### src/design/ps2mt_pkg.sv
// ps2mt_pkg: shared types and constants for the ps/2 mouse packet tracker
// used by ps2mt_front, ps2mt_queue, ps2mt_back and ps2_mouse_packet_tracker_unit
`timescale 1ns / 1ps

package ps2mt_pkg;

    // configuration register map
    localparam int CFG_BITS     = 13;
    localparam int CFG_IDX_BITS = 2;
    localparam logic [CFG_IDX_BITS-1:0] REG_SCREEN_WIDTH  = 2'd0;
    localparam logic [CFG_IDX_BITS-1:0] REG_SCREEN_HEIGHT = 2'd1;
    localparam logic [CFG_BITS-1:0]     WIDTH_RESET  = 13'd640;
    localparam logic [CFG_BITS-1:0]     HEIGHT_RESET = 13'd480;

    // header byte layout
    localparam int SYNC_BIT_POS = 3;
    localparam int NUM_BUTTONS  = 3;
    localparam logic [NUM_BUTTONS-1:0] BTN_MASK_LEFT   = 3'h1;
    localparam logic [NUM_BUTTONS-1:0] BTN_MASK_RIGHT  = 3'h2;
    localparam logic [NUM_BUTTONS-1:0] BTN_MASK_MIDDLE = 3'h4;

    // result codes
    typedef enum logic [1:0] {
        EVT_DOWN = 2'd0,
        EVT_UP   = 2'd1,
        EVT_MOVE = 2'd2
    } t_evt_kind;

    typedef enum logic [1:0] {
        BTN_ID_NONE   = 2'd0,
        BTN_ID_LEFT   = 2'd1,
        BTN_ID_RIGHT  = 2'd2,
        BTN_ID_MIDDLE = 2'd3
    } t_btn_id;

    // which byte of the packet comes next
    typedef enum logic [1:0] {
        PH_HEADER = 2'd0,
        PH_DX     = 2'd1,
        PH_DY     = 2'd2
    } t_phase;

    // per-packet event plan handed from front to back
    typedef struct packed {
        logic                   move;
        logic [NUM_BUTTONS-1:0] cur;
        logic [NUM_BUTTONS-1:0] changed;
    } t_pkt_flags;

    localparam int FLAGS_BITS = $bits(t_pkt_flags);

    // packet queue geometry
    localparam int QUEUE_DEPTH = 2;
    localparam int QPTR_BITS   = 1;

endpackage

### src/design/ps2_mouse_packet_tracker_unit.sv
// ps2_mouse_packet_tracker_unit: top level of the ps/2 mouse packet tracker
// depends on ps2mt_pkg, ps2mt_front, ps2mt_queue and ps2mt_back
`timescale 1ns / 1ps

// Usage
//   slave stream: one raw mouse byte per beat on i_s_tdata. Headers without
//   the sync bit are dropped until a packet boundary is found again.
//   master stream: one event per beat; tuser carries the kind and button,
//   tdata the cursor position and the packet deltas, tlast marks the final
//   event of a packet. A packet gives up to three button events and a move.
//   config channel: index 0 screen width, index 1 screen height; write only
//   while no packet is in flight. Writes complete in the cycle they appear.
//   Flow: after the third byte is accepted, the first event of a packet passes
//   the packet queue, the back end's record register and the output register;
//   the rest follow one per cycle while the receiver is ready. Bytes are taken
//   every cycle; only the third byte of a packet waits for room in the two-entry
//   packet queue. The back end loads a whole packet before emitting its events.
//   Reset: phase, cursor and button history clear, width 640, height 480.
//   A stalled receiver holds the current event; the queue absorbs two more
//   packets, after which the third byte of the next packet is held off.
module ps2_mouse_packet_tracker_unit #(
    parameter int POS_BITS = 12
) (
    input  logic                               i_clk,
    input  logic                               i_rst_n,
    // input bytes; tdata: rx_byte[7:0]
    input  logic                               i_s_tvalid,
    output logic                               o_s_tready,
    input  logic [7:0]                         i_s_tdata,
    // events; tdata: pos_x, pos_y, vel_x[7:0], vel_y[7:0], zero fill
    output logic                               o_m_tvalid,
    input  logic                               i_m_tready,
    output logic [((2*POS_BITS+16+7)/8)*8-1:0] o_m_tdata,
    // tuser: event_kind[1:0], button_id[3:2]
    output logic [3:0]                         o_m_tuser,
    output logic                               o_m_tlast,
    // configuration writes
    input  logic                               i_cfg_valid,
    output logic                               o_cfg_ready,
    input  logic [ps2mt_pkg::CFG_IDX_BITS-1:0] i_cfg_index,
    input  logic [ps2mt_pkg::CFG_BITS-1:0]     i_cfg_data
);
    import ps2mt_pkg::*;

    localparam int TDATA_W  = ((2 * POS_BITS + 16 + 7) / 8) * 8;
    localparam int REC_BITS = FLAGS_BITS + 2 * POS_BITS + 16;

    logic                q_push;
    logic [REC_BITS-1:0] q_push_data;
    logic                q_full;
    logic                q_pop;
    logic                q_empty;
    logic [REC_BITS-1:0] q_pop_data;

    assign o_cfg_ready = 1'b1;

    // byte sync, cursor and event planning
    ps2mt_front #(
        .POS_BITS (POS_BITS),
        .REC_BITS (REC_BITS)
    ) u_front (
        .i_clk        (i_clk),
        .i_rst_n      (i_rst_n),
        .i_byte_valid (i_s_tvalid),
        .o_byte_ready (o_s_tready),
        .i_byte       (i_s_tdata),
        .i_cfg_we     (i_cfg_valid),
        .i_cfg_index  (i_cfg_index),
        .i_cfg_data   (i_cfg_data),
        .i_q_full     (q_full),
        .o_q_push     (q_push),
        .o_q_data     (q_push_data)
    );

    // packet queue
    ps2mt_queue #(
        .WIDTH (REC_BITS)
    ) u_queue (
        .i_clk       (i_clk),
        .i_rst_n     (i_rst_n),
        .i_push      (q_push),
        .i_push_data (q_push_data),
        .o_full      (q_full),
        .i_pop       (q_pop),
        .o_empty     (q_empty),
        .o_pop_data  (q_pop_data)
    );

    // event emission
    ps2mt_back #(
        .POS_BITS (POS_BITS),
        .REC_BITS (REC_BITS),
        .TDATA_W  (TDATA_W)
    ) u_back (
        .i_clk     (i_clk),
        .i_rst_n   (i_rst_n),
        .i_q_empty (q_empty),
        .i_q_data  (q_pop_data),
        .o_q_pop   (q_pop),
        .o_valid   (o_m_tvalid),
        .i_ready   (i_m_tready),
        .o_data    (o_m_tdata),
        .o_user    (o_m_tuser),
        .o_last    (o_m_tlast)
    );

endmodule

### src/design/ps2mt_queue.sv
// ps2mt_queue: two-entry packet queue between the front and back parts
// depends on ps2mt_pkg for depth constants
`timescale 1ns / 1ps

module ps2mt_queue #(
    parameter int WIDTH = 47
) (
    input  logic             i_clk,
    input  logic             i_rst_n,
    input  logic             i_push,
    input  logic [WIDTH-1:0] i_push_data,
    output logic             o_full,
    input  logic             i_pop,
    output logic             o_empty,
    output logic [WIDTH-1:0] o_pop_data
);
    import ps2mt_pkg::*;

    logic [WIDTH-1:0]     r_mem [QUEUE_DEPTH];
    logic [QPTR_BITS-1:0] r_wr_ptr;
    logic [QPTR_BITS-1:0] r_rd_ptr;
    logic [QPTR_BITS:0]   r_count;
    logic                 do_push;
    logic                 do_pop;

    assign o_full     = (r_count == (QPTR_BITS + 1)'(QUEUE_DEPTH));
    assign o_empty    = (r_count == '0);
    assign do_push    = i_push && !o_full;
    assign do_pop     = i_pop && !o_empty;
    assign o_pop_data = r_mem[r_rd_ptr];

    // storage
    always_ff @(posedge i_clk) begin
        if (do_push) begin
            r_mem[r_wr_ptr] <= i_push_data;
        end
    end

    // pointers and fill level
    always_ff @(posedge i_clk) begin
        if (!i_rst_n) begin
            r_wr_ptr <= '0;
            r_rd_ptr <= '0;
            r_count  <= '0;
        end else begin
            if (do_push) begin
                r_wr_ptr <= r_wr_ptr + 1'b1;
            end
            if (do_pop) begin
                r_rd_ptr <= r_rd_ptr + 1'b1;
            end
            if (do_push && !do_pop) begin
                r_count <= r_count + 1'b1;
            end else if (do_pop && !do_push) begin
                r_count <= r_count - 1'b1;
            end
        end
    end

endmodule

### src/design/ps2mt_front.sv
// ps2mt_front: byte sync, packet assembly, cursor update and event planning
// depends on ps2mt_pkg; pushes one record per eventful packet into ps2mt_queue
`timescale 1ns / 1ps

module ps2mt_front #(
    parameter int POS_BITS = 12,
    parameter int REC_BITS = 47
) (
    input  logic                    i_clk,
    input  logic                    i_rst_n,
    // byte input
    input  logic                    i_byte_valid,
    output logic                    o_byte_ready,
    input  logic [7:0]              i_byte,
    // configuration writes
    input  logic                    i_cfg_we,
    input  logic [ps2mt_pkg::CFG_IDX_BITS-1:0] i_cfg_index,
    input  logic [ps2mt_pkg::CFG_BITS-1:0]     i_cfg_data,
    // queue side
    input  logic                    i_q_full,
    output logic                    o_q_push,
    output logic [REC_BITS-1:0]     o_q_data
);
    import ps2mt_pkg::*;

    // signed working width that holds cursor, delta and limit
    localparam int SW = ((POS_BITS > CFG_BITS) ? POS_BITS : CFG_BITS) + 2;
    localparam logic [SW-1:0] PMAX = SW'((1 << POS_BITS) - 1);

    t_phase                 r_phase;
    t_phase                 n_phase;
    logic [7:0]             r_header;
    logic [7:0]             r_dx;
    logic [POS_BITS-1:0]    r_cur_x;
    logic [POS_BITS-1:0]    r_cur_y;
    logic [POS_BITS-1:0]    r_lim_x;
    logic [POS_BITS-1:0]    r_lim_y;
    logic [NUM_BUTTONS-1:0] r_prev_btn;

    logic                   accept;
    logic                   is_header;
    logic                   is_dx;
    logic                   is_dy;
    logic signed [7:0]      dx_s;
    logic signed [7:0]      dy_s;
    logic [POS_BITS-1:0]    new_x;
    logic [POS_BITS-1:0]    new_y;
    t_pkt_flags             flags;

    // clamp limit from a screen size: zero acts as one, saturate to position range
    function automatic logic [POS_BITS-1:0] size_to_lim(input logic [CFG_BITS-1:0] size);
        logic [SW-1:0] l;
        l = (size == '0) ? '0 : SW'(size) - SW'(1);
        if (l > PMAX) begin
            l = PMAX;
        end
        return l[POS_BITS-1:0];
    endfunction

    // move one axis by a signed delta and clamp to [0, lim]
    function automatic logic [POS_BITS-1:0] step_axis(
        input logic [POS_BITS-1:0] pos,
        input logic signed [SW-1:0] delta,
        input logic [POS_BITS-1:0] lim
    );
        logic signed [SW-1:0] v;
        logic [POS_BITS-1:0]  r;
        v = $signed(SW'(pos)) + delta;
        if (v[SW-1]) begin
            r = '0;
        end else if (v > $signed(SW'(lim))) begin
            r = lim;
        end else begin
            r = v[POS_BITS-1:0];
        end
        return r;
    endfunction

    assign is_dy        = (r_phase == PH_DY);
    assign is_dx        = (r_phase == PH_DX);
    assign is_header    = !is_dy && !is_dx;
    assign o_byte_ready = !is_dy || !i_q_full;
    assign accept       = i_byte_valid && o_byte_ready;

    // packet arithmetic on the third byte
    assign dx_s  = $signed(r_dx);
    assign dy_s  = $signed(i_byte);
    assign new_x = step_axis(r_cur_x, SW'(dx_s), r_lim_x);
    assign new_y = step_axis(r_cur_y, -SW'(dy_s), r_lim_y);

    always_comb begin
        flags.cur     = r_header[NUM_BUTTONS-1:0]
                        & (BTN_MASK_LEFT | BTN_MASK_RIGHT | BTN_MASK_MIDDLE);
        flags.changed = flags.cur ^ r_prev_btn;
        flags.move    = (r_dx != 8'd0) || (i_byte != 8'd0);
    end

    assign o_q_push = accept && is_dy && ((flags.changed != '0) || flags.move);
    assign o_q_data = REC_BITS'({flags, i_byte, r_dx, new_y, new_x});

    // byte phase sequencing
    always_comb begin
        n_phase = r_phase;
        if (accept) begin
            unique case (r_phase)
                PH_DX:   n_phase = PH_DY;
                PH_DY:   n_phase = PH_HEADER;
                default: n_phase = i_byte[SYNC_BIT_POS] ? PH_DX : PH_HEADER;
            endcase
        end
    end

    always_ff @(posedge i_clk) begin
        if (!i_rst_n) begin
            r_phase <= PH_HEADER;
        end else begin
            r_phase <= n_phase;
        end
    end

    // packet bytes, cursor and button history
    always_ff @(posedge i_clk) begin
        if (!i_rst_n) begin
            r_header   <= '0;
            r_dx       <= '0;
            r_cur_x    <= '0;
            r_cur_y    <= '0;
            r_prev_btn <= '0;
        end else if (accept) begin
            if (is_header && i_byte[SYNC_BIT_POS]) begin
                r_header <= i_byte;
            end
            if (is_dx) begin
                r_dx <= i_byte;
            end
            if (is_dy) begin
                r_cur_x    <= new_x;
                r_cur_y    <= new_y;
                r_prev_btn <= flags.cur;
            end
        end
    end

    // screen limits, kept as clamp values
    always_ff @(posedge i_clk) begin
        if (!i_rst_n) begin
            r_lim_x <= size_to_lim(WIDTH_RESET);
            r_lim_y <= size_to_lim(HEIGHT_RESET);
        end else if (i_cfg_we) begin
            if (i_cfg_index == REG_SCREEN_WIDTH) begin
                r_lim_x <= size_to_lim(i_cfg_data);
            end
            if (i_cfg_index == REG_SCREEN_HEIGHT) begin
                r_lim_y <= size_to_lim(i_cfg_data);
            end
        end
    end

endmodule

### src/design/ps2mt_back.sv
// ps2mt_back: emits a queued packet record's events one per cycle unless stalled
// depends on ps2mt_pkg; reads from ps2mt_queue, drives the output register
`timescale 1ns / 1ps

module ps2mt_back #(
    parameter int POS_BITS = 12,
    parameter int REC_BITS = 47,
    parameter int TDATA_W  = 40
) (
    input  logic                i_clk,
    input  logic                i_rst_n,
    // queue side
    input  logic                i_q_empty,
    input  logic [REC_BITS-1:0] i_q_data,
    output logic                o_q_pop,
    // result stream
    output logic                o_valid,
    input  logic                i_ready,
    output logic [TDATA_W-1:0]  o_data,
    output logic [3:0]          o_user,
    output logic                o_last
);
    import ps2mt_pkg::*;

    localparam int DATA_BITS = 2 * POS_BITS + 16;

    logic                   r_busy;
    t_pkt_flags             r_flags;
    logic [DATA_BITS-1:0]   r_payload;
    logic [NUM_BUTTONS-1:0] r_pend;
    logic                   r_pend_move;

    logic                   r_m_valid;
    logic [TDATA_W-1:0]     r_m_data;
    logic [3:0]             r_m_user;
    logic                   r_m_last;

    logic                   can_emit;
    logic                   emit;
    t_evt_kind              ev_kind;
    t_btn_id                ev_id;
    logic [NUM_BUTTONS-1:0] n_pend;
    logic                   n_pend_move;
    logic                   ev_last;
    t_pkt_flags             q_flags;

    assign q_flags  = t_pkt_flags'(i_q_data[DATA_BITS +: FLAGS_BITS]);
    assign can_emit = !r_m_valid || i_ready;
    assign emit     = r_busy && can_emit;
    assign o_q_pop  = !r_busy && !i_q_empty;

    // pick the next pending event: buttons in the order left, right, middle, then motion
    always_comb begin
        n_pend      = r_pend;
        n_pend_move = r_pend_move;
        ev_kind     = EVT_MOVE;
        ev_id       = BTN_ID_NONE;
        priority if (r_pend[0]) begin
            ev_kind   = r_flags.cur[0] ? EVT_DOWN : EVT_UP;
            ev_id     = BTN_ID_LEFT;
            n_pend[0] = 1'b0;
        end else if (r_pend[1]) begin
            ev_kind   = r_flags.cur[1] ? EVT_DOWN : EVT_UP;
            ev_id     = BTN_ID_RIGHT;
            n_pend[1] = 1'b0;
        end else if (r_pend[2]) begin
            ev_kind   = r_flags.cur[2] ? EVT_DOWN : EVT_UP;
            ev_id     = BTN_ID_MIDDLE;
            n_pend[2] = 1'b0;
        end else begin
            n_pend_move = 1'b0;
        end
        ev_last = (n_pend == '0) && !n_pend_move;
    end

    // current packet record
    always_ff @(posedge i_clk) begin
        if (!i_rst_n) begin
            r_busy      <= 1'b0;
            r_pend      <= '0;
            r_pend_move <= 1'b0;
        end else if (o_q_pop) begin
            r_busy      <= 1'b1;
            r_pend      <= q_flags.changed;
            r_pend_move <= q_flags.move;
        end else if (emit) begin
            r_busy      <= !ev_last;
            r_pend      <= n_pend;
            r_pend_move <= n_pend_move;
        end
    end

    always_ff @(posedge i_clk) begin
        if (o_q_pop) begin
            r_flags   <= q_flags;
            r_payload <= i_q_data[DATA_BITS-1:0];
        end
    end

    // output register
    always_ff @(posedge i_clk) begin
        if (!i_rst_n) begin
            r_m_valid <= 1'b0;
        end else if (emit) begin
            r_m_valid <= 1'b1;
        end else if (i_ready) begin
            r_m_valid <= 1'b0;
        end
    end

    always_ff @(posedge i_clk) begin
        if (emit) begin
            r_m_data <= TDATA_W'(r_payload);
            r_m_user <= {ev_id, ev_kind};
            r_m_last <= ev_last;
        end
    end

    assign o_valid = r_m_valid;
    assign o_data  = r_m_data;
    assign o_user  = r_m_user;
    assign o_last  = r_m_last;

endmodule
### config.mk
export PLATFORM = sky130hd
export DESIGN_NAME = ps2_mouse_packet_tracker_unit
export DESIGN_NICKNAME = d
export VERILOG_FILES = /design/src/design/ps2mt_pkg.sv /design/src/design/ps2_mouse_packet_tracker_unit.sv /design/src/design/ps2mt_queue.sv /design/src/design/ps2mt_front.sv /design/src/design/ps2mt_back.sv
export SDC_FILE = /design/constraint.sdc
export NUM_CORES = 1
export LEC_CHECK = 0
export BUFFER_PORTS_ARGS = -buffer_cell sky130_fd_sc_hd__buf_2
export CAP_MARGIN = 0
export CORE_ASPECT_RATIO = 1.5
export CORE_MARGIN = 4
export CORE_UTILIZATION = 40
export DETAILED_ROUTE_END_ITERATION = 10
export HOLD_SLACK_MARGIN = 0.06
export PLACE_DENSITY = 0.68
export SLEW_MARGIN = 0
export SYNTH_ARGS = -nofsm -noshare
export SYNTH_HDL_FRONTEND = slang
export SYNTH_HIERARCHICAL = 1
export SYNTH_SLANG_ARGS = --single-unit
### constraint.sdc
create_clock -name i_clk -period 7.1 [get_ports i_clk]
set_clock_uncertainty 0.15 [all_clocks]
set_input_delay 0.71 -clock i_clk [delete_from_list [all_inputs] [get_ports i_clk]]
set_output_delay 0.71 -clock i_clk [all_outputs]
set_load 0.005 [all_outputs]
# [Word level (Yosys, flattened, before mapping)]
# Memories as Yosys holds them, arrays and structs flattened. A register that Yosys moved wholly into a read port is not among the register bits.
# Cells that the tools add are included.
[classes] bitwise=1 magnitude_cmp=3 add_sub_neg=8 muxes=35 reduce_logical=41 eq_ne=4
[ops] operator="$mux W12" count=5
[ops] operator="$gt A15 B13 Y1" count=2
[ops] operator="$mux W1" count=18
[ops] operator="$mux W2" count=8
[ops] operator="$reduce_bool A8 Y1" count=2
[ops] operator="$add A13 B15 Y15" count=1
[ops] operator="$gt A15 B12 Y1 const B" count=1
[ops] operator="$mux W15" count=1
[ops] operator="$neg A8 Y15" count=1
[ops] operator="$add A13 B8 Y14" count=1
[ops] operator="$sub A13 B1 Y14 const B" count=1
[ops] operator="$logic_not A13 Y1" count=1
[ops] operator="$logic_and A1 B1 Y1" count=12
[ops] operator="$logic_not A1 Y1" count=10
[ops] operator="$reduce_and A2 Y1" count=5
[ops] operator="$mux W3" count=2
[ops] operator="$reduce_bool A2 Y1" count=3
[ops] operator="$eq A2 B1 Y1 const B" count=2
[ops] operator="$eq A2 B2 Y1 const B" count=2
[ops] operator="$logic_not A2 Y1" count=2
[ops] operator="$logic_or A1 B1 Y1" count=4
[ops] operator="$pmux W2 S2" count=1
[ops] operator="$logic_not A3 Y1" count=1
[ops] operator="$reduce_bool A3 Y1" count=1
[ops] operator="other kinds (4)" count=5
[totals] mem_count=1 ramBits=94 ff_bits=162
[mem_list] name="u_queue.r_mem" depth=2 word_bits=47 read_ports=1 rd_clocked_by_memory_dff=1 wr=1 line_no="ps2mt_queue.sv:19" rtl="logic [WIDTH-1:0] r_mem [QUEUE_DEPTH];"

# [Depth between registers and ports, before layout]
[logic_depth] depth_word=11 ltp_mapped=19

# [Cells and area by module]
# The synthesis kept the hierarchy.
[by_module_without_submodules] mod="ps2mt_front" seq_area_each_um2=1281.2 area_per_inst_um2=5113.7 cells_per_inst=621 n_inst=1
[by_module_without_submodules] mod="ps2mt_queue" seq_area_each_um2=2922.8 area_per_inst_um2=3629.7 cells_per_inst=171 n_inst=1
[by_module_without_submodules] mod="ps2mt_back" seq_area_each_um2=2762.6 area_per_inst_um2=2982.9 cells_per_inst=125 n_inst=1
[by_module_without_submodules] mod="ps2_mouse_packet_tracker_unit" seq_area_each_um2=0.0 area_per_inst_um2=11.3 cells_per_inst=2 n_inst=1

# [Least setup slack after synthesis]
# OpenSTA, ideal clock, no wires.
[synth_timing] path_type="input to register" from="input i_s_tdata[7]" to="register u_front.r_cur_y[11]" t_arrival_ps=4153 n_path_buf=1 path_stages=18 setup_ps=115 required_ps=6835 path_slack_ps=2682 path_cell_list="inv_1 > ha_1 > and4_4 > a221o_1 > a31o_1 > o21ai_0 > xnor2_1 > inv_1 > ha_1 > inv_1 > a2111o_1 > a21oi_1 > o21ai_0 > nor3b_1 > o2bb2ai_2 > buf_6 > mux2_4 > o21ba_1"
[synth_via] elab_chain_cells=5
[synth_rtl] item="start: declaration" line_no="ps2_mouse_packet_tracker_unit.sv:29" rtl="input logic [7:0] i_s_tdata,"
[synth_rtl] item="$neg A8 Y15 (*)" line_no="ps2mt_front.sv:89" rtl="assign new_y = step_axis(r_cur_y, -SW'(dy_s), r_lim_y);"
[synth_rtl] item="$add A13 B15 Y15 (*)" line_no="ps2mt_front.sv:68" rtl="v = $signed(SW'(pos)) + delta;"
[synth_rtl] item="$gt A15 B13 Y1" line_no="ps2mt_front.sv:71" rtl="end else if (v > $signed(SW'(lim))) begin"
[synth_rtl] item="$mux W12" line_no="ps2mt_front.sv:71"
[synth_rtl] item="$mux W12 (*)" line_no="ps2mt_front.sv:69" rtl="if (v[SW-1]) begin"
[synth_rtl] item="net q_push_data[23]" line_no="ps2_mouse_packet_tracker_unit.sv:49" rtl="logic [REC_BITS-1:0] q_push_data;"
[synth_rtl] item="end signal: assignment" line_no="ps2mt_front.sv:138" rtl="r_cur_y <= new_y;"
[synth_rtl] item="end: declaration" line_no="ps2mt_front.sv:35" rtl="logic [POS_BITS-1:0] r_cur_y;"
# Mark *: on every way through the listed nets, which the timed path passes. The rest lies on a longest branch.
# A chain may end at the register's enable or synchronous reset.

# [Final worst setup path]
[layout_timing] from="register u_front.r_dx[0], in the netlist u_front/dx_s[0]" to="memory u_queue.r_mem[0][9], data pin"
[layout_via] elab_chain_cells=4
[layout_rtl] item="start: declaration" line_no="ps2mt_front.sv:33" rtl="logic [7:0] r_dx;"
[layout_rtl] item="start signal: assignment" line_no="ps2mt_front.sv:134" rtl="r_dx <= i_byte;"
[layout_rtl] item="$add A13 B8 Y14 (*)" line_no="ps2mt_front.sv:68"
[layout_rtl] item="$gt A15 B13 Y1" line_no="ps2mt_front.sv:71"
[layout_rtl] item="$mux W12" line_no="ps2mt_front.sv:71"
[layout_rtl] item="$mux W12 (*)" line_no="ps2mt_front.sv:69"
[layout_rtl] item="net q_push_data[9]" line_no="ps2_mouse_packet_tracker_unit.sv:49"
[layout_rtl] item="end: declaration" line_no="ps2mt_queue.sv:19"
# Marked as above.

==> run_results.csv <==
group,metric,value,unit
outcome,run_status,"complete, no violations",
die,design.portCount,76,
worst_hold_path,min-delay-start,"u_back/r_payload[14]",
clock_tree,clockBufferDepth,3,
final_layout,fill_cells,2619,
worst_hold_path,whs_endpoint,"u_back/o_data[14]",
logic_synthesis,post-synth-top-area-fraction,0.4656,
logic_synthesis,yosys.cell_types.count,77,
final_layout,antennaDiodeCount,0,
power_and_ir_drop,pwr_density_cell,238.1,nW/um^2
critical_path,depth_of_the_worst_register_to_register_path,18,
clock_tree,clock_sinks,257,
timing,final_min_period_over_clock_period,0.7151,
timing,timing_hold_violations_final,0,
critical_path,criticalPathCategory,"reg2reg",
final_layout,post_route_utilization,0.4587,
critical_path,critical_path.startpoint,"u_front/dx_s[0]",
clock_tree,clk_pin_slew,70,ps
place,post-dp-hpwl,15730,um
clock_tree,number_of_buffers_added_for_setup_after_cts,0,
critical_path,worst_setup_path_end_kind,"register",
timing,setup_repair_after_global_routing_missed_its_margin,"false",
worst_hold_path,worst_hold_path.num_cells,0,
clock_tree,postCtsHoldBufs,0,
critical_path,cpMostUsedCell,"a21oi_1",
timing,finalCriticalPeriod,5078,ps
critical_path,crit_required,7180,ps
clock_tree,clock_tree_from_tritoncts,"done",
logic_synthesis,sequential_cell_area_fraction_in_the_yosys_report,0.5935,
timing,final_max_slew_viols,0,
critical_path,crit-reg2reg-launch,"u_front/dx_s[0]",
global_route,vias_in_the_first_global_route,6963,
place,dp.cells,1350,
global_route,gr-usage-all-layers,0.1390,
critical_path,cp_cell_sequence,"ha_1 -> inv_1 -> fa_1 -> nor2b_1 -> o31a_1 -> o31ai_1 -> a21oi_1 -> a21oi_1 -> xnor2_1 -> ha_1 -> a21oi_1 -> nand2_1 -> a211oi_1 -> a22o_1 -> nand3_1 -> a211oi_2 -> mux2i_1 -> nor2_1",
clock_tree,clock-root-buffer,"clkbuf_16",
logic_synthesis,largest_family_of_logic_cells_by_synthesized_area,"compound AO/OA/AOI/OAI gates",
logic_synthesis,yosysWarnings,6,
logic_synthesis,share_of_flip_flops_with_an_asynchronous_set_or_reset,0,
critical_path,rrSetupSlack,2020,ps
logic_synthesis,netlist_instances,919,
die,start_util,0.4074,
routing,drt-total-wl,22270,um
final_layout,layout-drive-gt1-share,0.2116,
routing,dr.pass1.iters,5,
final_layout,multi_input_area,4334,um^2
critical_path,arrival,5160,ps
logic_synthesis,synth-compound-area-share,0.1114,
clock_tree,h-tree-depth,1,
die,die-width,147.9,um
global_route,grt_start_max_net_pins,73,
critical_path,worst_path_dominant_cell_family,"compound AO/OA/AOI/OAI gates",
logic_synthesis,postSynthRegisterBits,257,
logic_synthesis,synth_area_leader_cell,"edfxtp_1",
routing,detail-route-antenna-nets,0,
final_layout,post-route-cell-area,13220,um^2
critical_path,cp.buffers_inverters,1,
power_and_ir_drop,cellLeakagePower,5.142,nW
global_route,grt_overflow_total,0,
timing,setup-tns-final,0,ps
critical_path,cp-start-kind,"register",
logic_synthesis,synthFlopType,"edfxtp_1",
timing,tightest_slew,1176,ps
timing,slew_headroom,0.2104,
die,dieHeight,217.8,um
place,placement.io_buffers,74,
place,placed_area,12420,um^2
critical_path,timing.rr.end,"u_queue/r_mem[0][9]",
timing,final-setup-viol-count,0,
place,place_congestion,0.8573,
logic_synthesis,yosys.area_share.xor_xnor,0.02239,
logic_synthesis,netlist_area,11740,um^2
global_route,antenna_found_initial,0,
final_layout,final-instance-count-excl-fill,1392,
final_layout,fin_nets,1070,
routing,via_total_after_detailed_routing,6947,
final_layout,area.growth.synth_to_final,12.60,%
logic_synthesis,synth_edf_count,182,
routing,drt_iter0_markers,381,
logic_synthesis,synth_nets,1004,
flow_run,timing.max_cap.violations,0,
critical_path,worst_path_largest_cell_delay,920,ps
logic_synthesis,syn_avg_cell_area,12.77,um^2
final_layout,regArea,6968,um^2
logic_synthesis,muxShareOfSynthArea,0.07760,
logic_synthesis,synth_area_leaders,"edfxtp_1 (47%), dfxtp_1 (13%), ha_1 (5.9%), mux2_2 (5.1%), nand2_1 (1.8%)",
worst_hold_path,timing.hold.worst.class,"reg2reg",
timing,maximum_clock_frequency,0.1969,GHz
die,placeableCoreArea,28810,um^2
routing,drt_drc_violations_left,0,
critical_path,crit_path_top_delay_cell,"a211oi_2",
power_and_ir_drop,peakVddDrop,157.3,uV
global_route,first_pass_grt_wire_length,35970,um
critical_path,crit_path_max_fanout,12,
logic_synthesis,yosys.area_share.simple,0.09391,
clock_tree,cts-buffers-inserted,23,
die,fp-row-count,76,
routing,vias_per_cell,4.991,
die,die_outline_area,32210,um^2
routing,wire_per_inst,16.00,um
clock_tree,cts-resized-gates,0,
clock_tree,clock_insertion_delay_worst_skew,530,ps
logic_synthesis,adder_and_majority_cell_fraction_of_the_synthesized_area,0.06289,
-- layer usage --
layer  up-vias  wire length [um]  GRT usage
li1       3489                 -          -
met1      3308              9395     0.1661
met5         -                 0          0
met2       114             11430     0.2529
met3        36               818    0.01933
met4         0               624    0.05270
-- layout make-up --
class | count | area share
Sequential cell | 257 | 0.5272
Multi-Input combinational cell | 566 | 0.3279
Clock buffer | 33 | 0.05093
Tap cell | 390 | 0.03692
Timing Repair Buffer | 81 | 0.03200
Inverter | 56 | 0.01590
Clock inverter | 9 | 0.009088
-- cell usage after synthesis (3+ instances only) --
| cell type | instances |
|---|---|
| ha_1 | 55 |
| clkbuf_1 | 18 |
| dfxtp_1 | 75 |
| nand4_1 | 8 |
| nor3b_1 | 5 |
| or4_1 | 3 |
| and2_1 | 7 |
| mux2_2 | 53 |
| o21ai_0 | 38 |
| a21o_1 | 12 |
| nor2_1 | 39 |
| nor3_1 | 12 |
| nand3b_1 | 3 |
| and3_1 | 6 |
| or2_2 | 3 |
| edfxtp_1 | 182 |
| mux2_4 | 8 |
| nand2b_1 | 8 |
| o211ai_1 | 16 |
| buf_6 | 5 |
| nor3_2 | 3 |
| inv_1 | 55 |
| a21oi_1 | 34 |
| o21ba_2 | 9 |
| nor4_1 | 5 |
| nand2_1 | 56 |
| nor2b_1 | 22 |
| o21ba_1 | 9 |
| xor2_1 | 10 |
| a31oi_1 | 3 |
| or3_1 | 5 |
| mux2i_1 | 16 |
| a21boi_0 | 19 |
| nand3_1 | 21 |
| mux2_1 | 3 |
| a211oi_1 | 5 |
| o31ai_1 | 3 |
| xnor2_1 | 20 |
| buf_4 | 11 |
| o21a_1 | 9 |
| buf_2 | 5 |
-- sequential cells by signal, summed over array words and instances (netlist names), 2 cells and up, named ones only --
| name | flops |
|---|---|
| u_front/r_prev_btn | 3 |
| u_back/r_flags | 3 |
| u_front/r_lim_y | 12 |
| u_back/r_pend | 3 |
| u_front/r_header | 3 |
| u_front/dx_s | 8 |
| u_front/r_lim_x | 12 |
| u_front/r_cur_y | 12 |
| u_front/r_cur_x | 12 |
| u_back/o_data | 40 |
| u_queue/r_count | 2 |
| u_queue/r_mem | 94 |
| u_back/o_user | 4 |
| u_front/r_phase | 2 |
| u_back/r_payload | 40 |
-- per-stage QoR --
stage	total power, mW	worst slack [ps]	hold WS (ps)
detailed placement	1.902	1540	254.5
global placement	1.898	1593	252.8
finish	3.146	2022	268.3
global route	3.280	1668	274.7
floorplan	1.837	2682	250.3
CTS	3.182	1995	269.9
-- worst register-to-register path: stages, from the launching register on --
cell and delay, ps:
dfxtp_1 360, ha_1 250, inv_1 80, fa_1 200
nor2b_1 80, o31a_1 260, o31ai_1 350, a21oi_1 120
a21oi_1 220, xnor2_1 190, ha_1 310, a21oi_1 160
nand2_1 70, a211oi_1 230, a22o_1 200, nand3_1 90
a211oi_2 920, mux2i_1 430, nor2_1 100
-- report_power, final --
| group | switching, mW | internal, mW |
|---|---|---|
| Sequential | 0.0171 | 1.64 |
| Combinational | 0.126 | 0.0885 |
| Clock | 0.538 | 0.742 |
-- logic make-up after synthesis --
group           Yosys count
flops                   257
simple gates            213
compound gates          184
buf+inv                  96
mux                      80
fa+ha+maj                58
xor+xnor                 30
other cells               1
-- cell usage in the layout, fill, tap and decap left out, types with 4 or more instances in the layout --
cell type and count:
edfxtp_1 182, buf_2 74, dfxtp_1 74, nand2_1 56, inv_1 55, ha_1 55, mux2_2 53, nor2_1 39
o21ai_0 38, a21oi_1 34, clkbuf_16 23, nor2b_1 22, nand3_1 21, xnor2_1 20, a21boi_0 19, mux2i_1 16
o211ai_1 16, nor3_1 12, a21o_1 12, xor2_1 10, o21a_1 9, o21ba_2 9, o21ba_1 9, nand2b_1 8
nand4_1 8, mux2_4 8, buf_4 7, clkbuf_8 6, and2_1 6, nor3b_1 5, a211oi_1 5, and3_1 5
or3_1 5, nor4_1 5, clkbuf_1 4
-- worst max path at each step --
stage	slack [ps]	cells past startpoint	endpoint
after floorplan	2680	18	u_front/r_cur_y[11]
after global placement	1590	18	u_front/r_cur_y[9]
after detailed placement	1540	18	u_front/r_cur_y[10]
after CTS	1990	18	u_queue/r_mem[0][10]
after global routing	1670	18	u_queue/r_mem[0][10]
final	2020	18	u_queue/r_mem[0][9]
Note: power is estimated with default switching activity, not from simulation.
